## src/mts_pkg.sv

```systemverilog
`default_nettype none
// ----------------------------------------------------------------------------
// mts_pkg: shared types and codes of the min-tracking stack
// Action and status codes, controller states and the command/status bundles
// that pass between the controller and the datapath.
// ----------------------------------------------------------------------------
package mts_pkg;

	localparam logic [1:0] ACT_PUSH  = 2'd0;
	localparam logic [1:0] ACT_POP   = 2'd1;
	localparam logic [1:0] ACT_QUERY = 2'd2;

	localparam logic [1:0] ST_OK    = 2'd0;
	localparam logic [1:0] ST_FULL  = 2'd1;
	localparam logic [1:0] ST_EMPTY = 2'd2;

	typedef enum logic {
		S_IDLE,
		S_FILL
	} state_t;

	// Commands from the controller to the datapath.
	typedef struct packed {
		logic       push;
		logic       pop;
		logic       fill;
		logic       load_res;
		logic [1:0] status;
	} cmd_t;

	// Occupancy flags from the datapath to the controller.
	typedef struct packed {
		logic empty;
		logic one;
		logic full;
	} stat_t;

endpackage
`default_nettype wire

```

## src/mts_if.sv

```systemverilog
`default_nettype none
// ----------------------------------------------------------------------------
// mts_req_if / mts_rsp_if: request and response channels
// Valid/ready channels carrying one stack operation and one stack answer.
// ----------------------------------------------------------------------------
interface mts_req_if #(
	parameter int VALUE_WIDTH = 32
);
	logic                          valid;
	logic                          ready;
	logic [1:0]                    action;
	logic signed [VALUE_WIDTH-1:0] value;

	modport source (output valid, output action, output value, input ready);
	modport sink   (input valid, input action, input value, output ready);
endinterface

interface mts_rsp_if #(
	parameter int VALUE_WIDTH = 32
);
	logic                          valid;
	logic                          ready;
	logic signed [VALUE_WIDTH-1:0] top_value;
	logic signed [VALUE_WIDTH-1:0] min_value;
	logic                          is_empty;
	logic [1:0]                    status;

	modport source (output valid, output top_value, output min_value, output is_empty,
		output status, input ready);
	modport sink   (input valid, input top_value, input min_value, input is_empty,
		input status, output ready);
endinterface
`default_nettype wire

```

## src/mts_ctrl.sv

```systemverilog
`default_nettype none
// ----------------------------------------------------------------------------
// mts_ctrl: operation controller
// Decodes accepted operations into datapath commands and owns the result
// valid flag.
// ----------------------------------------------------------------------------
module mts_ctrl (
	input  wire logic          clk,
	input  wire logic          arst_n,
	input  wire logic          req_valid,
	input  wire logic [1:0]    req_action,
	output logic               req_ready,
	output logic               rsp_valid,
	input  wire logic          rsp_ready,
	input  wire mts_pkg::stat_t stat,
	output mts_pkg::cmd_t      cmd
);

	mts_pkg::state_t state_q, state_n;
	logic            res_valid_q;
	logic            accept;

	assign req_ready = (state_q == mts_pkg::S_IDLE) && (!res_valid_q || rsp_ready);
	assign accept    = req_valid && req_ready;
	assign rsp_valid = res_valid_q;

	always_ff @(posedge clk or negedge arst_n) begin
		if (!arst_n) begin
			state_q     <= mts_pkg::S_IDLE;
			res_valid_q <= 1'b0;
		end else begin
			state_q <= state_n;
			if (cmd.load_res) begin
				res_valid_q <= 1'b1;
			end else if (rsp_ready) begin
				res_valid_q <= 1'b0;
			end
		end
	end

	// A pop that uncovers a stored entry passes through S_FILL for the memory read.
	always_comb begin
		state_n = state_q;
		case (state_q)
			mts_pkg::S_IDLE: begin
				if (accept && req_action == mts_pkg::ACT_POP && !stat.empty && !stat.one) begin
					state_n = mts_pkg::S_FILL;
				end
			end
			mts_pkg::S_FILL: begin
				state_n = mts_pkg::S_IDLE;
			end
			default: begin
				state_n = mts_pkg::S_IDLE;
			end
		endcase
	end

	always_comb begin
		cmd = '0;
		cmd.status = mts_pkg::ST_OK;
		case (state_q)
			mts_pkg::S_IDLE: begin
				if (accept) begin
					case (req_action)
						mts_pkg::ACT_PUSH: begin
							cmd.load_res = 1'b1;
							if (stat.full) begin
								cmd.status = mts_pkg::ST_FULL;
							end else begin
								cmd.push = 1'b1;
							end
						end
						mts_pkg::ACT_POP: begin
							if (stat.empty) begin
								cmd.load_res = 1'b1;
								cmd.status   = mts_pkg::ST_EMPTY;
							end else begin
								cmd.pop      = 1'b1;
								cmd.load_res = stat.one;
							end
						end
						default: begin
							cmd.load_res = 1'b1;
						end
					endcase
				end
			end
			mts_pkg::S_FILL: begin
				cmd.fill     = 1'b1;
				cmd.load_res = 1'b1;
			end
			default: begin
				cmd = '0;
			end
		endcase
	end

endmodule
`default_nettype wire

```

## src/mts_dp.sv

```systemverilog
`default_nettype none
// ----------------------------------------------------------------------------
// mts_dp: stack datapath
// Top-of-stack registers, entry memory for the entries below the top, entry
// count and the result register.
// ----------------------------------------------------------------------------
module mts_dp #(
	parameter int STACK_DEPTH = 64,
	parameter int VALUE_WIDTH = 32
) (
	input  wire logic                          clk,
	input  wire logic                          arst_n,
	input  wire mts_pkg::cmd_t                 cmd,
	input  wire logic signed [VALUE_WIDTH-1:0] value,
	output mts_pkg::stat_t                     stat,
	output logic signed [VALUE_WIDTH-1:0]      top_value,
	output logic signed [VALUE_WIDTH-1:0]      min_value,
	output logic                               is_empty,
	output logic [1:0]                         status
);

	localparam int CW = $clog2(STACK_DEPTH + 1);
	localparam int AW = $clog2(STACK_DEPTH);
	localparam int DW = 2 * VALUE_WIDTH;

	logic [DW-1:0]                 mem [STACK_DEPTH];
	logic [DW-1:0]                 rd_data_q;
	logic [CW-1:0]                 count_q;
	logic [CW-1:0]                 cnt_m1;
	logic [CW-1:0]                 cnt_m2;
	logic signed [VALUE_WIDTH-1:0] top_val_q;
	logic signed [VALUE_WIDTH-1:0] top_min_q;
	logic signed [VALUE_WIDTH-1:0] push_min;
	logic signed [VALUE_WIDTH-1:0] nxt_top;
	logic signed [VALUE_WIDTH-1:0] nxt_min;
	logic                          nxt_empty;
	logic signed [VALUE_WIDTH-1:0] res_top_q;
	logic signed [VALUE_WIDTH-1:0] res_min_q;
	logic                          res_empty_q;
	logic [1:0]                    res_status_q;

	assign cnt_m1 = count_q - CW'(1);
	assign cnt_m2 = count_q - CW'(2);

	assign stat.empty = (count_q == '0);
	assign stat.one   = (count_q == CW'(1));
	assign stat.full  = (count_q == CW'(STACK_DEPTH));

	// The running minimum of a new entry sees the minimum held at the top.
	assign push_min = (!stat.empty && (top_min_q < value)) ? top_min_q : value;

	always_ff @(posedge clk or negedge arst_n) begin
		if (!arst_n) begin
			count_q <= '0;
		end else if (cmd.push) begin
			count_q <= count_q + CW'(1);
		end else if (cmd.pop) begin
			count_q <= cnt_m1;
		end
	end

	always_ff @(posedge clk) begin
		if (cmd.push) begin
			top_val_q <= value;
			top_min_q <= push_min;
		end else if (cmd.fill) begin
			top_val_q <= rd_data_q[DW-1:VALUE_WIDTH];
			top_min_q <= rd_data_q[VALUE_WIDTH-1:0];
		end
	end

	// The old top moves into memory on a push; a pop reads the entry below it.
	always_ff @(posedge clk) begin
		if (cmd.push && !stat.empty) begin
			mem[cnt_m1[AW-1:0]] <= {top_val_q, top_min_q};
		end
		if (cmd.pop) begin
			rd_data_q <= mem[cnt_m2[AW-1:0]];
		end
	end

	always_comb begin
		if (cmd.fill) begin
			nxt_top   = rd_data_q[DW-1:VALUE_WIDTH];
			nxt_min   = rd_data_q[VALUE_WIDTH-1:0];
			nxt_empty = 1'b0;
		end else if (cmd.push) begin
			nxt_top   = value;
			nxt_min   = push_min;
			nxt_empty = 1'b0;
		end else if (cmd.pop) begin
			nxt_top   = top_val_q;
			nxt_min   = top_min_q;
			nxt_empty = 1'b1;
		end else begin
			nxt_top   = top_val_q;
			nxt_min   = top_min_q;
			nxt_empty = stat.empty;
		end
	end

	always_ff @(posedge clk) begin
		if (cmd.load_res) begin
			res_top_q    <= nxt_empty ? '1 : nxt_top;
			res_min_q    <= nxt_empty ? '1 : nxt_min;
			res_empty_q  <= nxt_empty;
			res_status_q <= cmd.status;
		end
	end

	assign top_value = res_top_q;
	assign min_value = res_min_q;
	assign is_empty  = res_empty_q;
	assign status    = res_status_q;

endmodule
`default_nettype wire

```

## src/min_tracking_stack_core.sv

```systemverilog
`default_nettype none
// ----------------------------------------------------------------------------
// min_tracking_stack_core: stack of signed values that tracks its minimum
// Each request pushes, pops or queries; each answer gives the top, the
// minimum, an empty flag and a status code.
// ----------------------------------------------------------------------------
//
//   channel  role    payload
//   req      sink    action, value
//   rsp      source  top_value, min_value, is_empty, status
//
// A push, a query, a rejected operation and a pop that empties the stack
// load the result register directly. A pop that uncovers an entry held below
// the top first passes through S_FILL, as the memory read port is registered.
// In the datapath reset clears the entry count only; memory needs no clearing.
// In S_IDLE a new request is taken while the result register is free or is
// being transferred in the same cycle; a stalled response holds off requests.
//
// The top entry and its running minimum live in registers; all older entries
// sit in a single-port-write, single-port-read memory, each stored with the
// minimum of itself and everything below it. A push spills the old top into
// memory, and a pop reads the entry below back into the top registers, so the
// previous minimum returns without any search.
module min_tracking_stack_core #(
	parameter int STACK_DEPTH = 64,
	parameter int VALUE_WIDTH = 32
) (
	input  wire logic clk,
	input  wire logic arst_n,
	mts_req_if.sink   req,
	mts_rsp_if.source rsp
);

	mts_pkg::cmd_t  cmd;
	mts_pkg::stat_t stat;

	// The controller sequences each operation and holds the result valid flag.
	mts_ctrl u_ctrl (
		.clk        (clk),
		.arst_n     (arst_n),
		.req_valid  (req.valid),
		.req_action (req.action),
		.req_ready  (req.ready),
		.rsp_valid  (rsp.valid),
		.rsp_ready  (rsp.ready),
		.stat       (stat),
		.cmd        (cmd)
	);

	// The datapath holds the stack contents and the result register.
	mts_dp #(
		.STACK_DEPTH (STACK_DEPTH),
		.VALUE_WIDTH (VALUE_WIDTH)
	) u_dp (
		.clk       (clk),
		.arst_n    (arst_n),
		.cmd       (cmd),
		.value     (req.value),
		.stat      (stat),
		.top_value (rsp.top_value),
		.min_value (rsp.min_value),
		.is_empty  (rsp.is_empty),
		.status    (rsp.status)
	);

`ifndef NO_ASSERTIONS
	// A pop that uncovers a stored entry is always followed by the refill.
	a_pop_refill: assert property (@(posedge clk) disable iff (!arst_n)
		(cmd.pop && !stat.one) |=> cmd.fill)
		else $error("pop of a deeper entry was not followed by a refill");

	// The result register is free while the refill loads it.
	a_fill_slot_free: assert property (@(posedge clk) disable iff (!arst_n)
		cmd.fill |-> !rsp.valid)
		else $error("refill while a result is still pending");

	// A full stack never takes another entry.
	a_no_overflow: assert property (@(posedge clk) disable iff (!arst_n)
		cmd.push |-> !stat.full)
		else $error("push issued on a full stack");

	// An accepted request that does not load its result at once loads it in
	// the following cycle.
	a_result_follows: assert property (@(posedge clk) disable iff (!arst_n)
		(req.valid && req.ready && !cmd.load_res) |=> cmd.load_res)
		else $error("accepted request produced no result");
`endif

endmodule
`default_nettype wire

```

## src/flat_wrapper.sv

```systemverilog
// flat-port wrapper written by rule: the top's interface ports become plain ports
module min_tracking_stack_core_flat 
#(
	parameter int STACK_DEPTH = 64,
	parameter int VALUE_WIDTH = 32
)
  (clk, arst_n, req_valid, req_action, req_value, req_ready, rsp_valid, rsp_top_value, rsp_min_value, rsp_is_empty, rsp_status, rsp_ready);
  mts_req_if #(.VALUE_WIDTH(VALUE_WIDTH)) req_i ();
  mts_rsp_if #(.VALUE_WIDTH(VALUE_WIDTH)) rsp_i ();
  input  wire logic clk;
  input  wire logic arst_n;
  input wire logic [$bits(req_i.valid)-1:0] req_valid;
  input wire logic [$bits(req_i.action)-1:0] req_action;
  input wire logic [$bits(req_i.value)-1:0] req_value;
  output wire logic [$bits(req_i.ready)-1:0] req_ready;
  output wire logic [$bits(rsp_i.valid)-1:0] rsp_valid;
  output wire logic [$bits(rsp_i.top_value)-1:0] rsp_top_value;
  output wire logic [$bits(rsp_i.min_value)-1:0] rsp_min_value;
  output wire logic [$bits(rsp_i.is_empty)-1:0] rsp_is_empty;
  output wire logic [$bits(rsp_i.status)-1:0] rsp_status;
  input wire logic [$bits(rsp_i.ready)-1:0] rsp_ready;
  assign req_i.valid = req_valid;
  assign req_i.action = req_action;
  assign req_i.value = req_value;
  assign req_ready = req_i.ready;
  assign rsp_valid = rsp_i.valid;
  assign rsp_top_value = rsp_i.top_value;
  assign rsp_min_value = rsp_i.min_value;
  assign rsp_is_empty = rsp_i.is_empty;
  assign rsp_status = rsp_i.status;
  assign rsp_i.ready = rsp_ready;
  min_tracking_stack_core #(.STACK_DEPTH(STACK_DEPTH), .VALUE_WIDTH(VALUE_WIDTH)) u_core (.clk(clk), .arst_n(arst_n), .req(req_i), .rsp(rsp_i));
endmodule
```

## config.mk

```make
export PLATFORM = sky130hd
export DESIGN_NAME = min_tracking_stack_core_flat
export DESIGN_NICKNAME = d
export VERILOG_FILES = /design/src/mts_pkg.sv /design/src/mts_if.sv /design/src/mts_ctrl.sv /design/src/mts_dp.sv /design/src/min_tracking_stack_core.sv /design/src/flat_wrapper.sv
export SDC_FILE = /design/constraint.sdc
export NUM_CORES = 2
export LEC_CHECK = 0
export BUFFER_PORTS_ARGS = -buffer_cell sky130_fd_sc_hd__buf_2
export CORE_MARGIN = 2
export CORE_UTILIZATION = 47
export DETAILED_ROUTE_END_ITERATION = 12
export GPL_ROUTABILITY_DRIVEN = 0
export SLEW_MARGIN = 25
export SYNTH_ARGS = -nofsm -noshare
export SYNTH_HDL_FRONTEND = slang
export SYNTH_SLANG_ARGS = --single-unit
```

## constraint.sdc

```tcl
create_clock -name clk -period 7.4 [get_ports clk]
set_input_delay 1.48 -clock clk [delete_from_list [all_inputs] [get_ports clk]]
set_output_delay 1.48 -clock clk [all_outputs]
set_load 0.05 [all_outputs]
```

Yosys cells after proc, flatten, opt, wreduce, memory -nomap -nowiden
Memory sizes are Yosys's and may differ from the RTL's. A register that Yosys moved wholly into a read port is not among the register bits.
Index checks and enable logic that the tools add are counted.
{"block": "totals", "elab_cells": 70, "ram_bits": 4096, "out_inout_bits": 69, "mem_count": 1, "ff_bits": 140, "input_bits": 38}
{"block": "op_classes", "n_mux": 34, "bitwise": 2, "reduce_logical": 17, "n_eq_ne": 3, "magnitude_cmp": 1, "addsub": 3}
{"name": "u_core.u_dp.mem", "words": 64, "word_bits": 64, "rd": 1, "rd_clocked_by_memory_dff": 1, "write_ports": 1, "line": "mts_dp.sv:26", "source": "logic [DW-1:0] mem [STACK_DEPTH];"}
{"cell": "$mux W32", "count": 9}
{"cell": "$lt A32 B32 Y1", "count": 1}
{"cell": "$mux W1", "count": 16}
{"cell": "$mux W7", "count": 2}
{"cell": "$add A7 B1 Y7 const B", "count": 1}
{"cell": "$eq A7 B1 Y1 const B", "count": 1}
{"cell": "$eq A7 B7 Y1 const B", "count": 1}
{"cell": "$logic_and A1 B1 Y1", "count": 7}
{"cell": "$logic_not A7 Y1", "count": 1}
{"cell": "$sub A7 B1 Y7 const B", "count": 1}
{"cell": "$mux W2", "count": 3}
{"cell": "$reduce_bool A2 Y1", "count": 3}
{"cell": "$sub A6 B2 Y6 const B", "count": 1}
{"cell": "$pmux W1 S2", "count": 2}
{"cell": "$pmux W2 S2", "count": 1}
{"cell": "$logic_not A1 Y1", "count": 3}
{"cell": "$mux W3", "count": 1}
{"cell": "$eq A2 B1 Y1 const B", "count": 1}
{"cell": "$logic_not A2 Y1", "count": 1}
{"cell": "$not A1 Y1", "count": 2}
{"cell": "$reduce_or A2 Y1", "count": 1}
{"cell": "$logic_or A1 B1 Y1", "count": 1}

Logic depth before layout (Yosys ltp)
{"block": "depth", "depth_word": 9, "mapped_depth": 14, "depth_no_buf": 9}

Hierarchy
From an unflattened synthesis, not the netlist that was laid out.
{"block": "hier_totals", "cells_unflattened": 6633, "area_unflattened_um2": 164736.7}
{"mod": "mts_dp", "n_inst": 1, "cells_each": 6614, "area_per_inst_um2": 164552.8, "seq_area_each_um2": 129028.7}
{"mod": "mts_ctrl", "n_inst": 1, "cells_each": 19, "area_per_inst_um2": 183.9, "seq_area_each_um2": 50.0}

Worst setup path before layout
Ideal clock, no wire load.
{"block": "synth_timing", "path_type": "input -> register", "from": "in req_action[1]", "to": "mem u_core.u_dp.mem[36][0] (netlist bit), enable pin", "arrival_time_ps": 5391, "required_ps": 6913, "path_buffers": 0, "path_stages": 5, "slack_ps": 1523, "setup_ps": 487, "cell_sequence": "or4b_1 -> nor2_1 -> and3_1 -> nand3_1 -> nor2_1"}
{"block": "synth_between", "elab_chain_len": 7}
{"element": "start, declared", "line": "flat_wrapper.sv:13", "source": "input wire logic [$bits(req_i.action)-1:0] req_action;"}
{"element": "$logic_not A2 Y1", "line": "mts_ctrl.sv:65", "source": "case (req_action)"}
{"element": "$mux W1", "line": "mts_ctrl.sv:65"}
{"element": "$mux W2", "line": "mts_ctrl.sv:64", "source": "if (accept) begin"}
{"element": "$mux W2", "line": "mts_ctrl.sv:62", "source": "case (state_q)"}
{"element": "$logic_and A1 B1 Y1", "line": "mts_dp.sv:74", "source": "if (cmd.push && !stat.empty) begin"}
{"element": "$mux W1", "line": "mts_dp.sv:74"}
{"element": "$mux W1 (implied by the code)", "line": "mts_dp.sv:75", "source": "mem[cnt_m1[AW-1:0]] <= {top_val_q, top_min_q};"}
{"element": "end, declared", "line": "mts_dp.sv:26"}
Every way passes these cells.

==> metrics.cfg <==
[global_route]
grt_pass1_wl_um=639000
grt_pass1_vias=78000
antenna_found_initial=42
grt_max_degree=156
overflow=0
grt_usage_pct=25.8

[route]
vias=79100
drc=0
drt_iter0_drc=11300
drt_first_pass_iters=6
wl_um=461000
wl_per_cell_um=37.6
ant_nets=0
viasPerCell=6.44

[floorplan]
start_util_pct=47.2
fp.dieH_um=597
rows=217
core_um2=350000
fp.dieW_um=597
die-area_um2=356000
ios=107

[cts]
cts.hold.buffers_added=0
clockBufferDepth=4
cts_sinks=4300
cts_buffers=430
cts-resized-gates=0
clk_pin_slew_worst_paths_ps=60
h-tree-depth=5
clock_insertion_delay_worst_skew_ps=990
cts_tree=yes
root_buffer=clkbuf_16
post-cts-setup-buffer-count=0

[sta]
finalHoldViolCount=0
max_slew_margin_pct=22.1
final.setup_skew_ps=80.8
slew_violations=0
worstMarginPinSlew_ps=1170
finalCritPeriodShare_pct=64.9
tns_ps=0
clock.fmax_mhz=208
period_minus_slack_ps=4800
rsz0062_at_grt=false
fin_ws_ps=2600
setup_violations=0

[worst_setup_path]
critPathMaxStageDelay_ps=990
path_buf_inv=3
cp_cell_sequence=buf_12 > buf_4 > ha_1 > o211ai_1 > nand2_1 > or2_2 > a31o_4 > buf_4
cp_common_cell=buf_4
crit_path_top_delay_cell=dfrtp_4
criticalPathCategory=flop to flop
critPathLaunchType=flop
crit_arrival_ps=5400
critical-path-top-delay-family=buffers and inverters
crit_required_ps=8000
critical_path.max_fanout=46
endpoint_kind=flop

[cells_and_area]
register_area_um2=129000
area_delta_synth_final_pct=13.3
multi_input_area_um2=35000
n_fill_cell=26300
drive_gt1_share_pct=31.5
final_nets=7338

[hold_path]
holdCritPathClass=primary input to asynchronous set/reset pin

[pwr]
power_mw=71.7
peakVddDrop_mv=0.494
power_density_nw_per_um2=383
leakage_nw=57.3

[synthesis]
synth_cell_type_count=44
seq_area_frac_synth_pct=78.2
async_reset_ff_share_pct=0.209
yosysWarnings=0
syn-cell-area_um2=165000
postSynthCellCount=6819
synth-main-ff-cell=edfxtp_1
synth_edf_count=4291
ys_ff_latch=4300
syn_nets=6894
synth_area_per_cell_um2=24.2

[placement]
port_buffers=106
dp_hpwl_um=262000
post-place-ws_ps=1790

[run]
maxCapViolations=0

[outcome]
status=complete, no violations

[layout by cell type (no fill, tap or decap), drive strengths merged, types with 2 or more instances in the layout]
| cell type | netlist | layout |
|---|---|---|
| diode | 0 | 61 |
| ha | 37 | 37 |
| dfrtp | 9 | 9 |
| nand4 | 5 | 5 |
| nand3 | 12 | 12 |
| o22a | 2 | 2 |
| a21o | 3 | 3 |
| buf | 139 | 382 |
| mux4 | 1344 | 1344 |
| and3 | 2 | 2 |
| clkbuf | 231 | 522 |
| a21boi | 2 | 2 |
| edfxtp | 4291 | 4291 |
| nand2 | 168 | 168 |
| nor3 | 35 | 35 |
| a211oi | 36 | 36 |
| clkinvlp | 0 | 15 |
| o211ai | 36 | 36 |
| a21oi | 16 | 16 |
| nor2b | 3 | 3 |
| nor4 | 2 | 2 |
| xor2 | 4 | 4 |
| or2 | 2 | 2 |
| nand2b | 3 | 3 |
| a221oi | 2 | 2 |
| bufinv | 0 | 36 |
| or3 | 31 | 31 |
| o21ai | 196 | 196 |
| xnor2 | 7 | 7 |
| inv | 39 | 47 |
| clkinv | 0 | 208 |
| nor2 | 117 | 117 |
| o22ai | 34 | 34 |
[cell type report]
cell class	count	area share (%)
sequential	4300	69.0
tap	4599	3.07
timing repair buffer	382	1.81
antenna	61	0.0815
inverter	39	0.0836
clock inverter	267	1.31
clock buffer	522	5.97
multi-input combinational	2110	18.7
[state kept, by name, indices dropped and copies added, names as in the netlist]
| register | flops |
|---|---|
| u_core.u_ctrl.rsp_valid | 1 |
| u_core.u_ctrl.state_q | 1 |
| u_core.u_dp.count_q | 7 |
| u_core.u_dp.is_empty | 1 |
| u_core.u_dp.mem | 4096 |
| u_core.u_dp.min_value | 32 |
| u_core.u_dp.rd_data_q | 64 |
| u_core.u_dp.status | 2 |
| u_core.u_dp.top_min_q | 32 |
| u_core.u_dp.top_val_q | 32 |
| u_core.u_dp.top_value | 32 |
[worst paths after layout]
check | from | endpoint | slack [ps] | cells past startpoint
max | u_core.u_dp.count_q[0] | u_core.u_dp.top_value[9] | 2600 | 8
min | arst_n | u_core.u_ctrl.rsp_valid | 410 | 1
max reg2reg | u_core.u_dp.count_q[0] | u_core.u_dp.top_value[9] | 2600 | 8
min reg2reg | u_core.u_dp.rd_data_q[46] | u_core.u_dp.top_val_q[14] | 540 | 2
max in group asynchronous | arst_n | u_core.u_dp.count_q[1] | 6630 | 1
min in group clk | u_core.u_dp.rd_data_q[46] | u_core.u_dp.top_val_q[14] | 540 | 2
[power breakdown]
group / internal, mW / switching (mW) / leakage (nW)
logic: 10.0 / 12.3 / 12.0
clock network: 12.0 / 9.21 / 6.62
registers: 27.7 / 0.458 / 38.7
[kinds of logic after synthesis]
group / Yosys count / share of synthesized area [%]
AO/OA/AOI/OAI: 333 / 1.17
XOR/XNOR: 11 / 0.0629
adder cells (fa/ha/maj): 37 / 0.280
buffers and inverters: 409 / 1.01
flip-flops: 4300 / 78.2
multiplexers: 1344 / 18.3
AND/OR/NAND/NOR: 385 / 0.997
[Yosys cell counts (all sizes together), types with 2 or more instances]
cell type | n | area share (%)
xnor2 | 7 | 0.037
o211ai | 36 | 0.16
o22ai | 34 | 0.13
inv | 39 | 0.089
or3 | 31 | 0.12
dfrtp | 9 | 0.14
a211oi | 36 | 0.16
nand2b | 3 | 0.011
nand3 | 12 | 0.036
nor4 | 2 | 0.0076
o22a | 2 | 0.011
edfxtp | 4291 | 78
nor2b | 3 | 0.011
nand2 | 168 | 0.38
or2 | 2 | 0.0076
a21o | 3 | 0.014
clkbuf | 231 | 0.52
o21ai | 196 | 0.59
nand4 | 5 | 0.019
mux4 | 1344 | 18
ha | 37 | 0.28
nor3 | 35 | 0.11
a221oi | 2 | 0.011
buf | 139 | 0.39
a21oi | 16 | 0.048
nor2 | 117 | 0.27
xor2 | 4 | 0.026
a21boi | 2 | 0.0091
and3 | 2 | 0.0076
[worst reg2reg max path: cells and delay by family (launching register included)]
kind,cells,cell delay (ps)
AO/OA/AOI/OAI,2,590
adder cells (fa/ha/maj),1,290
buffers and inverters,3,2000
flip-flops,1,990
AND/OR/NAND/NOR,2,410
[layer usage]
layer	track usage [%]	share of wire, %
met1	35.9	39
met2	41.0	48
met3	4.04	8.1
met4	11.2	4.9
met5	0	0.012
[per-stage QoR]
| stage | hold WS [ps] | std cells | instance area [um2] | util (%) |
|---|---|---|---|---|
| finish | 406 | 12300 | 187000 | 53.5 |
| CTS | 314 | 12200 | 187000 | 53.5 |
| detailed placement | 555 | 11400 | 173000 | 49.6 |
| global placement | 544 | 11400 | 173000 | 49.5 |
| global route | 383 | 12300 | 187000 | 53.5 |
| floorplan | 517 | 6819 | 165000 | - |
Note: power is estimated with default switching activity, not from simulation.
